<file path="src/rtl/dda_line_dot_generator_unit_defines.svh">
// ----------------------------------------------------------------------------
// dda line dot generator assertion macros
// Shared concurrent assertion forms, clocked on clk and disabled in reset.
// ----------------------------------------------------------------------------
`ifndef DDA_LINE_DOT_GENERATOR_UNIT_DEFINES_SVH
`define DDA_LINE_DOT_GENERATOR_UNIT_DEFINES_SVH

// same-cycle implication
`define DDA_ASSERT_SAME(lbl, pre, post, msg) \
	lbl: assert property (@(posedge clk) disable iff (!arst_n) (pre) |-> (post)) \
		else $error(msg);

// next-cycle implication
`define DDA_ASSERT_NEXT(lbl, pre, post, msg) \
	lbl: assert property (@(posedge clk) disable iff (!arst_n) (pre) |=> (post)) \
		else $error(msg);

`endif

</file>
<file path="src/rtl/dda_ldg_pkg.sv">
// ----------------------------------------------------------------------------
// dda line dot generator package
// Sequencer step codes, jump conditions, control word and program table.
// ----------------------------------------------------------------------------
package dda_ldg_pkg;

	// sequencer steps, the step counter wraps from the last back to fetch
	typedef enum logic [1:0] {
		STEP_FETCH = 2'd0,
		STEP_SETUP = 2'd1,
		STEP_DIV   = 2'd2,
		STEP_EMIT  = 2'd3
	} step_e_t;

	// jump conditions, a taken jump loads the target, else the counter advances
	typedef enum logic [2:0] {
		COND_NEVER      = 3'd0,
		COND_NO_INPUT   = 3'd1,
		COND_NEW_ANCHOR = 3'd2,
		COND_DIV_MORE   = 3'd3,
		COND_DOTS_LEFT  = 3'd4
	} cond_e_t;

	// register addresses, by word index
	localparam logic REG_DRAW_COLOR = 1'b0;
	localparam logic REG_ERASE_MODE = 1'b1;

	typedef struct packed {
		logic    in_ready;
		logic    setup;
		logic    div_step;
		logic    emit;
		cond_e_t cond;
		step_e_t target;
	} ctrl_t;

	// program table, one control word per step
	function automatic ctrl_t prog_word(input step_e_t step);
		ctrl_t w;
		w = '{in_ready: 1'b0, setup: 1'b0, div_step: 1'b0, emit: 1'b0,
			cond: COND_NEVER, target: STEP_FETCH};
		case (step)
			STEP_FETCH: begin
				w.in_ready = 1'b1;
				w.cond     = COND_NO_INPUT;
				w.target   = STEP_FETCH;
			end
			STEP_SETUP: begin
				w.setup  = 1'b1;
				w.cond   = COND_NEW_ANCHOR;
				w.target = STEP_FETCH;
			end
			STEP_DIV: begin
				w.div_step = 1'b1;
				w.cond     = COND_DIV_MORE;
				w.target   = STEP_DIV;
			end
			STEP_EMIT: begin
				w.emit   = 1'b1;
				w.cond   = COND_DOTS_LEFT;
				w.target = STEP_EMIT;
			end
			default: begin
				w.cond   = COND_NEVER;
				w.target = STEP_FETCH;
			end
		endcase
		return w;
	endfunction

endpackage

</file>
<file path="src/rtl/dda_line_dot_generator_unit.sv">
// ----------------------------------------------------------------------------
// dda line dot generator
// Fans DDA lines out from a held anchor point, one dot per output item.
// ----------------------------------------------------------------------------
//  channel   | direction | contents
//  s_axis    | in        | tdata: point_x, point_y; tuser: new_stroke
//  m_axis    | out       | tdata: dot_x, dot_y, dot_color; tlast: last_dot
//  apb       | in/out    | word 0 draw_color, word 1 erase_mode
//
//  An item that only sets the anchor passes through fetch and setup.
//  A line item passes the fetch, setup, divide and emit steps: the divide
//  loop of the microcoded sequencer retires one quotient bit per cycle,
//  then one dot leaves per cycle while m_axis_tready stays high.
//  The output register lets the next item be fetched while the last dot waits.
//  Reset clears the anchor, the registers and the sequencer to fetch.
//  Output stalls hold the emit step; input stalls hold the fetch step.
// ----------------------------------------------------------------------------
`include "dda_line_dot_generator_unit_defines.svh"

module dda_line_dot_generator_unit
	import dda_ldg_pkg::*;
#(
	parameter int CANVAS_SIZE = 64,
	parameter int FRAC_BITS   = 16
) (
	input  logic        clk,
	input  logic        arst_n,
	input  logic        s_axis_tvalid,
	output logic        s_axis_tready,
	input  logic [15:0] s_axis_tdata,   // [5:0] point_x, [11:6] point_y
	input  logic [0:0]  s_axis_tuser,   // [0] new_stroke
	output logic        m_axis_tvalid,
	input  logic        m_axis_tready,
	output logic [23:0] m_axis_tdata,   // [5:0] dot_x, [11:6] dot_y, [19:12] dot_color
	output logic        m_axis_tlast,
	input  logic        psel,
	input  logic        penable,
	input  logic        pwrite,
	input  logic [2:0]  paddr,
	input  logic [31:0] pwdata,
	output logic [31:0] prdata,
	output logic        pready
);

	localparam int          ACC_W      = 6 + FRAC_BITS;
	localparam int          DIV_CNT_W  = $clog2(ACC_W + 1);
	localparam logic [5:0]  COORD_MAX  = 6'(CANVAS_SIZE - 1);

	// configuration registers
	logic [7:0] draw_color_q;
	logic       erase_mode_q;

	// sequencer
	step_e_t step_q, step_nxt;
	ctrl_t   ctrl;
	logic    jump;

	// fetched point and anchor
	logic [5:0] point_x_q, point_y_q;
	logic       new_stroke_q;
	logic       anchor_valid_q;
	logic [5:0] anchor_x_q, anchor_y_q;

	// line datapath
	logic                 x_major_q, major_up_q, minor_down_q;
	logic [5:0]           major_q, dot_cnt_q, divisor_q, rem_q;
	logic [ACC_W-1:0]     quo_q, acc_q;
	logic [DIV_CNT_W-1:0] div_cnt_q;

	// output register
	logic       out_valid_q;
	logic [5:0] out_x_q, out_y_q;
	logic [7:0] out_color_q;
	logic       out_last_q;

	// combinational helpers
	logic [5:0]       in_x_clamp, in_y_clamp;
	logic [5:0]       dx, dy, major_dist, minor_dist, minor_start;
	logic             x_major, new_anchor;
	logic [6:0]       rem_sh, rem_sub;
	logic             quo_bit;
	logic [ACC_W-1:0] inc;
	logic [5:0]       minor_now;
	logic             out_load, dot_last;

	// apb access
	assign pready = 1'b1;
	always_ff @(posedge clk or negedge arst_n) begin
		if (!arst_n) begin
			draw_color_q <= 8'd0;
			erase_mode_q <= 1'b0;
		end else if (psel && penable && pwrite && pready) begin
			case (paddr[2])
				REG_DRAW_COLOR: draw_color_q <= pwdata[7:0];
				REG_ERASE_MODE: erase_mode_q <= pwdata[0];
				default: ;
			endcase
		end
	end

	always_comb begin
		case (paddr[2])
			REG_DRAW_COLOR: prdata = {24'd0, draw_color_q};
			REG_ERASE_MODE: prdata = {31'd0, erase_mode_q};
			default:        prdata = 32'd0;
		endcase
	end

	// step counter and jump logic
	always_ff @(posedge clk or negedge arst_n) begin
		if (!arst_n) begin
			step_q <= STEP_FETCH;
		end else begin
			step_q <= step_nxt;
		end
	end

	always_comb begin
		ctrl = prog_word(step_q);
		case (ctrl.cond)
			COND_NEVER:      jump = 1'b0;
			COND_NO_INPUT:   jump = !s_axis_tvalid;
			COND_NEW_ANCHOR: jump = new_anchor;
			COND_DIV_MORE:   jump = (div_cnt_q != DIV_CNT_W'(1));
			COND_DOTS_LEFT:  jump = !(out_load && dot_last);
			default:         jump = 1'b0;
		endcase
		step_nxt = jump ? ctrl.target : step_e_t'(step_q + 2'd1);
	end

	assign s_axis_tready = ctrl.in_ready;

	// clamp incoming coordinates to the canvas
	assign in_x_clamp = (s_axis_tdata[5:0] > COORD_MAX) ? COORD_MAX : s_axis_tdata[5:0];
	assign in_y_clamp = (s_axis_tdata[11:6] > COORD_MAX) ? COORD_MAX : s_axis_tdata[11:6];

	// line geometry from anchor and point
	assign dx = (anchor_x_q > point_x_q) ? anchor_x_q - point_x_q : point_x_q - anchor_x_q;
	assign dy = (anchor_y_q > point_y_q) ? anchor_y_q - point_y_q : point_y_q - anchor_y_q;
	assign x_major     = (dx >= dy);
	assign major_dist  = x_major ? dx : dy;
	assign minor_dist  = x_major ? dy : dx;
	assign minor_start = x_major ? anchor_y_q : anchor_x_q;
	assign new_anchor  = !anchor_valid_q || new_stroke_q;

	// one restoring division step
	assign rem_sh  = {rem_q, quo_q[ACC_W-1]};
	assign rem_sub = rem_sh - {1'b0, divisor_q};
	assign quo_bit = (divisor_q != 6'd0) && (rem_sh >= {1'b0, divisor_q});

	// dot stepping
	assign inc       = minor_down_q ? (~quo_q + ACC_W'(1)) : quo_q;
	assign minor_now = acc_q[FRAC_BITS +: 6];
	assign out_load  = ctrl.emit && (!out_valid_q || m_axis_tready);
	assign dot_last  = (dot_cnt_q == 6'd0);

	// point, anchor and line datapath
	always_ff @(posedge clk or negedge arst_n) begin
		if (!arst_n) begin
			anchor_valid_q <= 1'b0;
			anchor_x_q     <= 6'd0;
			anchor_y_q     <= 6'd0;
		end else if (ctrl.setup && new_anchor) begin
			anchor_valid_q <= 1'b1;
			anchor_x_q     <= point_x_q;
			anchor_y_q     <= point_y_q;
		end
	end

	always_ff @(posedge clk) begin
		if (ctrl.in_ready && s_axis_tvalid) begin
			point_x_q    <= in_x_clamp;
			point_y_q    <= in_y_clamp;
			new_stroke_q <= s_axis_tuser[0];
		end
		if (ctrl.setup && !new_anchor) begin
			x_major_q    <= x_major;
			major_q      <= x_major ? anchor_x_q : anchor_y_q;
			major_up_q   <= x_major ? (anchor_x_q < point_x_q) : (anchor_y_q < point_y_q);
			minor_down_q <= x_major ? (anchor_y_q > point_y_q) : (anchor_x_q > point_x_q);
			dot_cnt_q    <= major_dist;
			divisor_q    <= major_dist;
			rem_q        <= 6'd0;
			quo_q        <= {minor_dist, FRAC_BITS'(0)};
			div_cnt_q    <= DIV_CNT_W'(ACC_W);
			acc_q        <= {minor_start, FRAC_BITS'(0)};
		end
		if (ctrl.div_step) begin
			rem_q     <= quo_bit ? rem_sub[5:0] : rem_sh[5:0];
			quo_q     <= {quo_q[ACC_W-2:0], quo_bit};
			div_cnt_q <= div_cnt_q - DIV_CNT_W'(1);
		end
		if (out_load) begin
			major_q   <= major_up_q ? major_q + 6'd1 : major_q - 6'd1;
			acc_q     <= acc_q + inc;
			dot_cnt_q <= dot_cnt_q - 6'd1;
		end
	end

	// output register
	always_ff @(posedge clk or negedge arst_n) begin
		if (!arst_n) begin
			out_valid_q <= 1'b0;
		end else if (out_load) begin
			out_valid_q <= 1'b1;
		end else if (m_axis_tready) begin
			out_valid_q <= 1'b0;
		end
	end

	always_ff @(posedge clk) begin
		if (out_load) begin
			out_x_q     <= x_major_q ? major_q : minor_now;
			out_y_q     <= x_major_q ? minor_now : major_q;
			out_color_q <= erase_mode_q ? 8'd0 : draw_color_q;
			out_last_q  <= dot_last;
		end
	end

	assign m_axis_tvalid = out_valid_q;
	assign m_axis_tdata  = {4'd0, out_color_q, out_y_q, out_x_q};
	assign m_axis_tlast  = out_last_q;

	// checks on the sequencer and datapath
	`DDA_ASSERT_NEXT(a_last_dot_returns, out_load && dot_last, step_q == STEP_FETCH, "sequencer did not return to fetch after last dot")
	`DDA_ASSERT_SAME(a_minor_on_canvas, step_q == STEP_EMIT, minor_now <= COORD_MAX, "minor coordinate left the canvas")
	`DDA_ASSERT_SAME(a_quotient_bound, step_q == STEP_EMIT, quo_q <= (ACC_W'(1) << FRAC_BITS), "increment exceeds one pixel per step")
	`DDA_ASSERT_SAME(a_div_count_live, step_q == STEP_DIV, div_cnt_q != DIV_CNT_W'(0), "divide loop ran past its bit count")

endmodule
</file>
<file path="config.mk">
export PLATFORM = sky130hd
export DESIGN_NAME = dda_line_dot_generator_unit
export DESIGN_NICKNAME = d
export VERILOG_FILES = /design/src/rtl/dda_ldg_pkg.sv /design/src/rtl/dda_line_dot_generator_unit.sv
export VERILOG_INCLUDE_DIRS = /design/src /design/src/rtl
export SDC_FILE = /design/constraint.sdc
export NUM_CORES = 1
export LEC_CHECK = 0
export ABC_AREA = 1
export BUFFER_PORTS_ARGS = -buffer_cell sky130_fd_sc_hd__buf_2
export CORE_MARGIN = 2
export CORE_UTILIZATION = 40
export CTS_CLUSTER_SIZE = 25
export DETAILED_ROUTE_END_ITERATION = 8
export PLACE_DENSITY = 0.69
export SYNTH_ARGS = -nofsm -noshare
export SYNTH_HDL_FRONTEND = slang
export SYNTH_SLANG_ARGS = --single-unit
</file>
<file path="constraint.sdc">
create_clock -name clk -period 4.2 [get_ports clk]
set_input_delay 0.84 -clock clk [delete_from_list [all_inputs] [get_ports clk]]
set_output_delay 0.84 -clock clk [all_outputs]
set_load 0.005 [all_outputs]
</file>
### Yosys cells after proc, flatten, opt, wreduce, memory -nomap -nowiden

Index checks and enable logic that the tools add are counted.

| storage, ports and cells | value |
|---|---|
| word-level logic and storage cells | 112 |
| register bits | 135 |
| input port bits | 59 |

| operators by class | value |
|---|---|
| $lt $le $gt $ge | 8 |
| $add $sub $neg | 12 |
| reductions and logical operators | 23 |
| eq/ne operators | 8 |
| bitwise operators | 2 |
| multiplexer cells | 35 |

Operator list:

| cell | count |
|---|---|
| $mux W22 | 5 |
| $mux W6 | 16 |
| $pmux W32 S2 | 1 |
| $sub A6 B6 Y6 | 5 |
| $add A22 B1 Y22 const B | 1 |
| $add A22 B22 Y22 | 1 |
| $not A22 Y22 | 1 |
| $pmux W5 S4 | 1 |
| $gt A6 B6 Y1 | 2 |
| $gt A6 B6 Y1 const B | 2 |
| $lt A6 B6 Y1 | 2 |
| $sub A6 B1 Y6 const B | 2 |
| $mux W5 | 2 |
| $logic_and A1 B1 Y1 | 8 |
| $mux W1 | 8 |
| $ge A7 B6 Y1 | 1 |
| $add A6 B1 Y6 const B | 1 |
| $eq A3 B2 Y1 const B | 2 |
| $ge A6 B6 Y1 | 1 |
| $logic_not A6 Y1 | 1 |
| $reduce_bool A2 Y1 | 3 |
| $reduce_bool A6 Y1 | 1 |
| $logic_not A1 Y1 | 5 |
| $ne A5 B1 Y1 const B | 1 |
| other kinds (12) | 15 |

### Longest topological paths before layout

| logic depth | value |
|---|---|
| depth after elaboration | 7 |
| gate-level depth with buffers | 22 |

### Worst setup path before layout

No wires, ideal clock.

| timing | value |
|---|---|
| path type | register to register |
| start | register step_q[1] |
| end | register acc_q[0], enable pin |
| arrival time | 3133 ps |
| setup time | 472 ps |
| period minus slack after synthesis | 3605 ps |
| slack | 595 ps |
| stages on the path, launching flop included | 5 |
| required time | 3728 ps |
| path through | dfrtp_1 inv_1 ha_1 inv_1 o21ai_0 |

| on the way | value |
|---|---|
| word-level cells in the longest chain between the ends | 4 |
| elaborated cells on any way between the ends | 7 |

Ends and longest elaborated chain:

| element | RTL line | RTL |
|---|---|---|
| start: declaration | dda_line_dot_generator_unit.sv:54 | `step_e_t step_q, step_nxt;` |
| start signal: assignment | dda_line_dot_generator_unit.sv:114 | `step_q <= step_nxt;` |
| $eq A2 B2 Y1 / $eq A2 B1 Y1 (equally long branches) | dda_ldg_pkg.sv:42 | `case (step)` |
| $mux W1 | dda_ldg_pkg.sv:42 |  |
| $logic_and A1 B1 Y1 (on tied branches) | dda_line_dot_generator_unit.sv:154, dda_line_dot_generator_unit.sv:176 |  |
| $reduce_bool A2 Y1 (no line) * | n/a |  |
| end signal: assignment | dda_line_dot_generator_unit.sv:186 | `acc_q <= {minor_start, FRAC_BITS'(0)};` |
| end signal: assignment | dda_line_dot_generator_unit.sv:195 | `acc_q <= acc_q + inc;` |
| end: declaration | dda_line_dot_generator_unit.sv:67 | `logic [ACC_W-1:0] quo_q, acc_q;` |

Mark *: on every way between the ends. The rest lies on a longest branch, timed or not.
A chain may end at the register's enable or synchronous reset.

### Final worst setup path

| timing | value |
|---|---|
| start | register anchor_y_q[0] |
| end | register major_q[0] (data pin) |

| on the way | value |
|---|---|
| word-level cells in the longest chain between the ends | 6 |
| elaborated cells on any way between the ends | 8 |

Ends and longest elaborated chain:

| element | RTL line | RTL |
|---|---|---|
| start: declaration | dda_line_dot_generator_unit.sv:62 | `logic [5:0] anchor_x_q, anchor_y_q;` |
| start signal: assignment | dda_line_dot_generator_unit.sv:166 | `anchor_y_q <= point_y_q;` |
| $sub A6 B6 Y6 / $gt A6 B6 Y1 (equally long branches) | dda_line_dot_generator_unit.sv:139 | `assign dy = (anchor_y_q > point_y_q) ? anchor_y_q - point_y_q : point_y_q - anchor_y_q;` |
| $mux W6 | dda_line_dot_generator_unit.sv:139 |  |
| $ge A6 B6 Y1 | dda_line_dot_generator_unit.sv:140 | `assign x_major = (dx >= dy);` |
| $mux W6 * | dda_line_dot_generator_unit.sv:178 | `major_q <= x_major ? anchor_x_q : anchor_y_q;` |
| $mux W6 * | dda_line_dot_generator_unit.sv:176 | `if (ctrl.setup && !new_anchor) begin` |
| $mux W6 * | dda_line_dot_generator_unit.sv:193 | `if (out_load) begin` |
| end signal: assignment | dda_line_dot_generator_unit.sv:178 |  |
| end signal: assignment | dda_line_dot_generator_unit.sv:194 | `major_q <= major_up_q ? major_q + 6'd1 : major_q - 6'd1;` |
| end: declaration | dda_line_dot_generator_unit.sv:66 | `logic [5:0] major_q, dot_cnt_q, divisor_q, rem_q;` |

Mark *: on every way between the ends. The rest lies on a longest branch, timed or not. The select of a mux whose other input is x is not followed.

==> qor.csv <==
stage;metric;value;unit
floorplanning;I/O pin count;119;
route;Initial DRC Count;538;
job;Max Cap Viol;0;
cts;CTS Buf Count;17;
route;vias after detailed routing;7573;
worst_setup_path;critical path capture point type;flip-flop;
synth;Seq/Total Area, Yosys;41.01;%
cts;Post-CTS Setup Inserts;0;
cts;clock-pin slew on the worst setup and hold paths;70;ps
cts;# H-tree levels;4;
place;Buffers on Ports;59;
synth;Cells after Synth;1202;
sta;Max Transition Viols Final;0;
sta;RSZ-0062 raised after global routing;no;
route;post-DR wirelength/cell;12.97;µm
route;drc violations;0;
synth;ys async rst share;18.52;%
grt;GRT overflow;0;
worst_setup_path;Setup crit start;anchor_y_q[0]$_DFFE_PN0P_;
floorplanning;initial core utilization;40.82;%
floorplanning;Die H;158.8;µm
worst_setup_path;RR Startpoint;anchor_y_q[0]$_DFFE_PN0P_;
grt;first-pass GRT wire length;34200;µm
cts;worst-skew pair later-pin latency;430;ps
sta;Setup TNS;0;ps
cts;CTS root buf;clkbuf_16;
final_layout;share of cells above drive strength 1;9.921;%
place;HPWL after DPL;15770;µm
grt;antenna violations before repair;0;
place;Placer Congestion;0.9097;
sta;Hold Vio Cnt, Final;0;
sta;max_slew headroom;42.79;%
cts;Hold Buf Count CTS;0;
worst_setup_path;CP Launch Type;flip-flop;
floorplanning;die area;25200;µm²
cts;CTS Sinks;135;
floorplanning;Placeable Area;23470;µm²
synth;Syn Area/Cell;7.970;µm²
sta;fin crit share;83.94;%
final_layout;most common cell after layout, fill and taps aside;nand2_1;
outcome;status;complete, no violations;
worst_setup_path;CP max FO;19;
floorplanning;Rows;56;
floorplanning;die width;158.8;µm
sta;Setup-failing EPs final;0;
final_layout;Layout area overhead;10.60;%
sta;minimum clock period;3526;ps
synth;dominant synthesized flop cell;edfxtp_1;
route;antenna viol nets, final;0;
final_layout;most frequent cells in the layout;nand2_1, inv_1, edfxtp_1;
final_layout;post-layout net count;1385;
route;first-pass detailed-route iteration total;6;
worst_setup_path;critical path class;flip-flop to flip-flop;
route;vias per std cell;4.796;
synth;FF+latch count, synth;135;
worst_setup_path;CP required;4370;ps
final_layout;number of diodes;0;
cts;clk buf depth;2;
final_layout;# fillers;2310;
hold_path;Hold Path Class;input pin to async pin;
sta;slew of the pin with the lowest slew margin;855.0;ps
synth;mapped cell area;9580;µm²
grt;GRT Total Usage;16.57;%
cts;CTS tree;built;
synth;yosys warns;0;
grt;number of global-route vias before repair;7210;
synth;EDFF count, synth;110;
cts;post-CTS sizing;0;
grt;largest net degree at the start of global routing;34;
worst_setup_path;WP data arrival;3690;ps
sta;fmax;0.2836;GHz
route;Routed WL;20480;µm
sta;Setup Skew;10.25;ps
synth;Netlist cell types;44;
-- registers in the layout (all words and copies together), names as in the netlist, 6 cells and up --
| signal | flops |
|---|---|
| point_y_q | 6 |
| out_y_q | 6 |
| dot_cnt_q | 6 |
| draw_color_q | 8 |
| major_q | 6 |
| divisor_q | 6 |
| rem_q | 6 |
| out_x_q | 6 |
| acc_q | 22 |
| anchor_y_q | 6 |
| quo_q | 22 |
| point_x_q | 6 |
| out_color_q | 8 |
| anchor_x_q | 6 |
-- final cells by class --
cell class                 instances  area (µm²)  share of cell area, %
sequential                       135        3929                  37.08
multi-input combinational        843        4663                  44.01
clock inverter                    14       108.9                  1.027
tap                              319       399.1                  3.767
timing repair buffer              68       362.8                  3.424
inverter                         182       683.2                  6.447
clock buffer                      18       450.4                  4.251
-- cell usage after synthesis, drive strengths merged, types with 2 or more instances --
library cell  count  area [µm²]
conb              2       7.510
a31oi             4       25.02
or2               3       18.77
a21oi            77       385.4
dfrtp            25       625.6
nand4            11       68.82
inv             181       679.4
nor3              9       83.83
fa                7       140.1
clkbuf           29       118.9
edfxtp          110        3303
nor2            112       440.4
o21ai            68       344.1
nand3            77       390.4
ha               72       900.9
and2              7       43.79
xnor2            14       122.6
xor2             26       227.7
nand2           303        1157
nor3b             3       22.52
o21bai            5       45.04
nand3b            2       15.01
o211ai            4       30.03
o21a              4       30.03
buf              40       302.8
a21o              2       15.01
-- per-layer routing --
metal / part of all wire, % / GRT usage, % / vias up
met1: 46 / 21.55 / 3454
met5: 0 / 0 / -
li1: - / - / 3916
met3: 5.1 / 3.265 / 25
met4: 1.4 / 4.629 / 0
met2: 48 / 28.09 / 178
-- metrics by stage --
| stage | cells | setup slack (ps) | util [%] | hold slack [ps] | area [µm²] |
|---|---|---|---|---|---|
| floorplan | 1229 | 595.1 | - | 417.9 | 9682 |
| global placement | 1547 | 760.9 | 42.76 | 428.9 | 10040 |
| detailed placement | 1547 | 707.9 | 42.76 | 434.7 | 10040 |
| CTS | 1579 | 693.5 | 45.14 | 424.9 | 10600 |
| global route | 1579 | 351.3 | 45.14 | 438.7 | 10600 |
| finish | 1579 | 674.4 | 45.14 | 409.3 | 10600 |
-- worst paths after layout --
check,endpoint,slack (ps),cells past startpoint
max in group asynchronous,anchor_x_q[0]$_DFFE_PN0P_,3390,1
setup / recovery,major_q[0]$_DFFE_PP_,670,17
hold reg to reg,anchor_valid_q$_DFFE_PN0P_,450,2
setup reg to reg,major_q[0]$_DFFE_PP_,670,17
min in group clk,anchor_valid_q$_DFFE_PN0P_,450,2
hold / removal,draw_color_q[4]$_DFFE_PN0P_,410,1
-- worst max-delay path: stages, from the launching register on --
cell     delay [ps]
dfrtp_1         390
inv_1            80
ha_1            210
fa_1            460
nor3_4          240
nor2_2           80
nor2_4          150
nand2_1         100
and2_1          170
ha_1            260
inv_1            50
nor3_1          210
nand3_1         100
nand3_1         160
buf_4           240
a21oi_1          80
o21ai_0         150
o21ai_0         130
-- cells by family (layout without fill, tap and decap cells) --
kind of cell             count (synthesis)  count (layout)  synth area share, %
adder cells (fa/ha/maj)                 79              79                10.87
buffers and inverters                  251             282                11.53
AO/OA/AOI/OAI                          166             166                9.338
other                                    2              29              0.07839
XOR/XNOR                                40              40                3.657
AND/OR/NAND/NOR                        529             529                23.52
flip-flops                             135             135                41.01
Power is left out: the tool's default activity adds up to more than one toggle a clock period on the data nets, which glitch-free logic cannot reach.
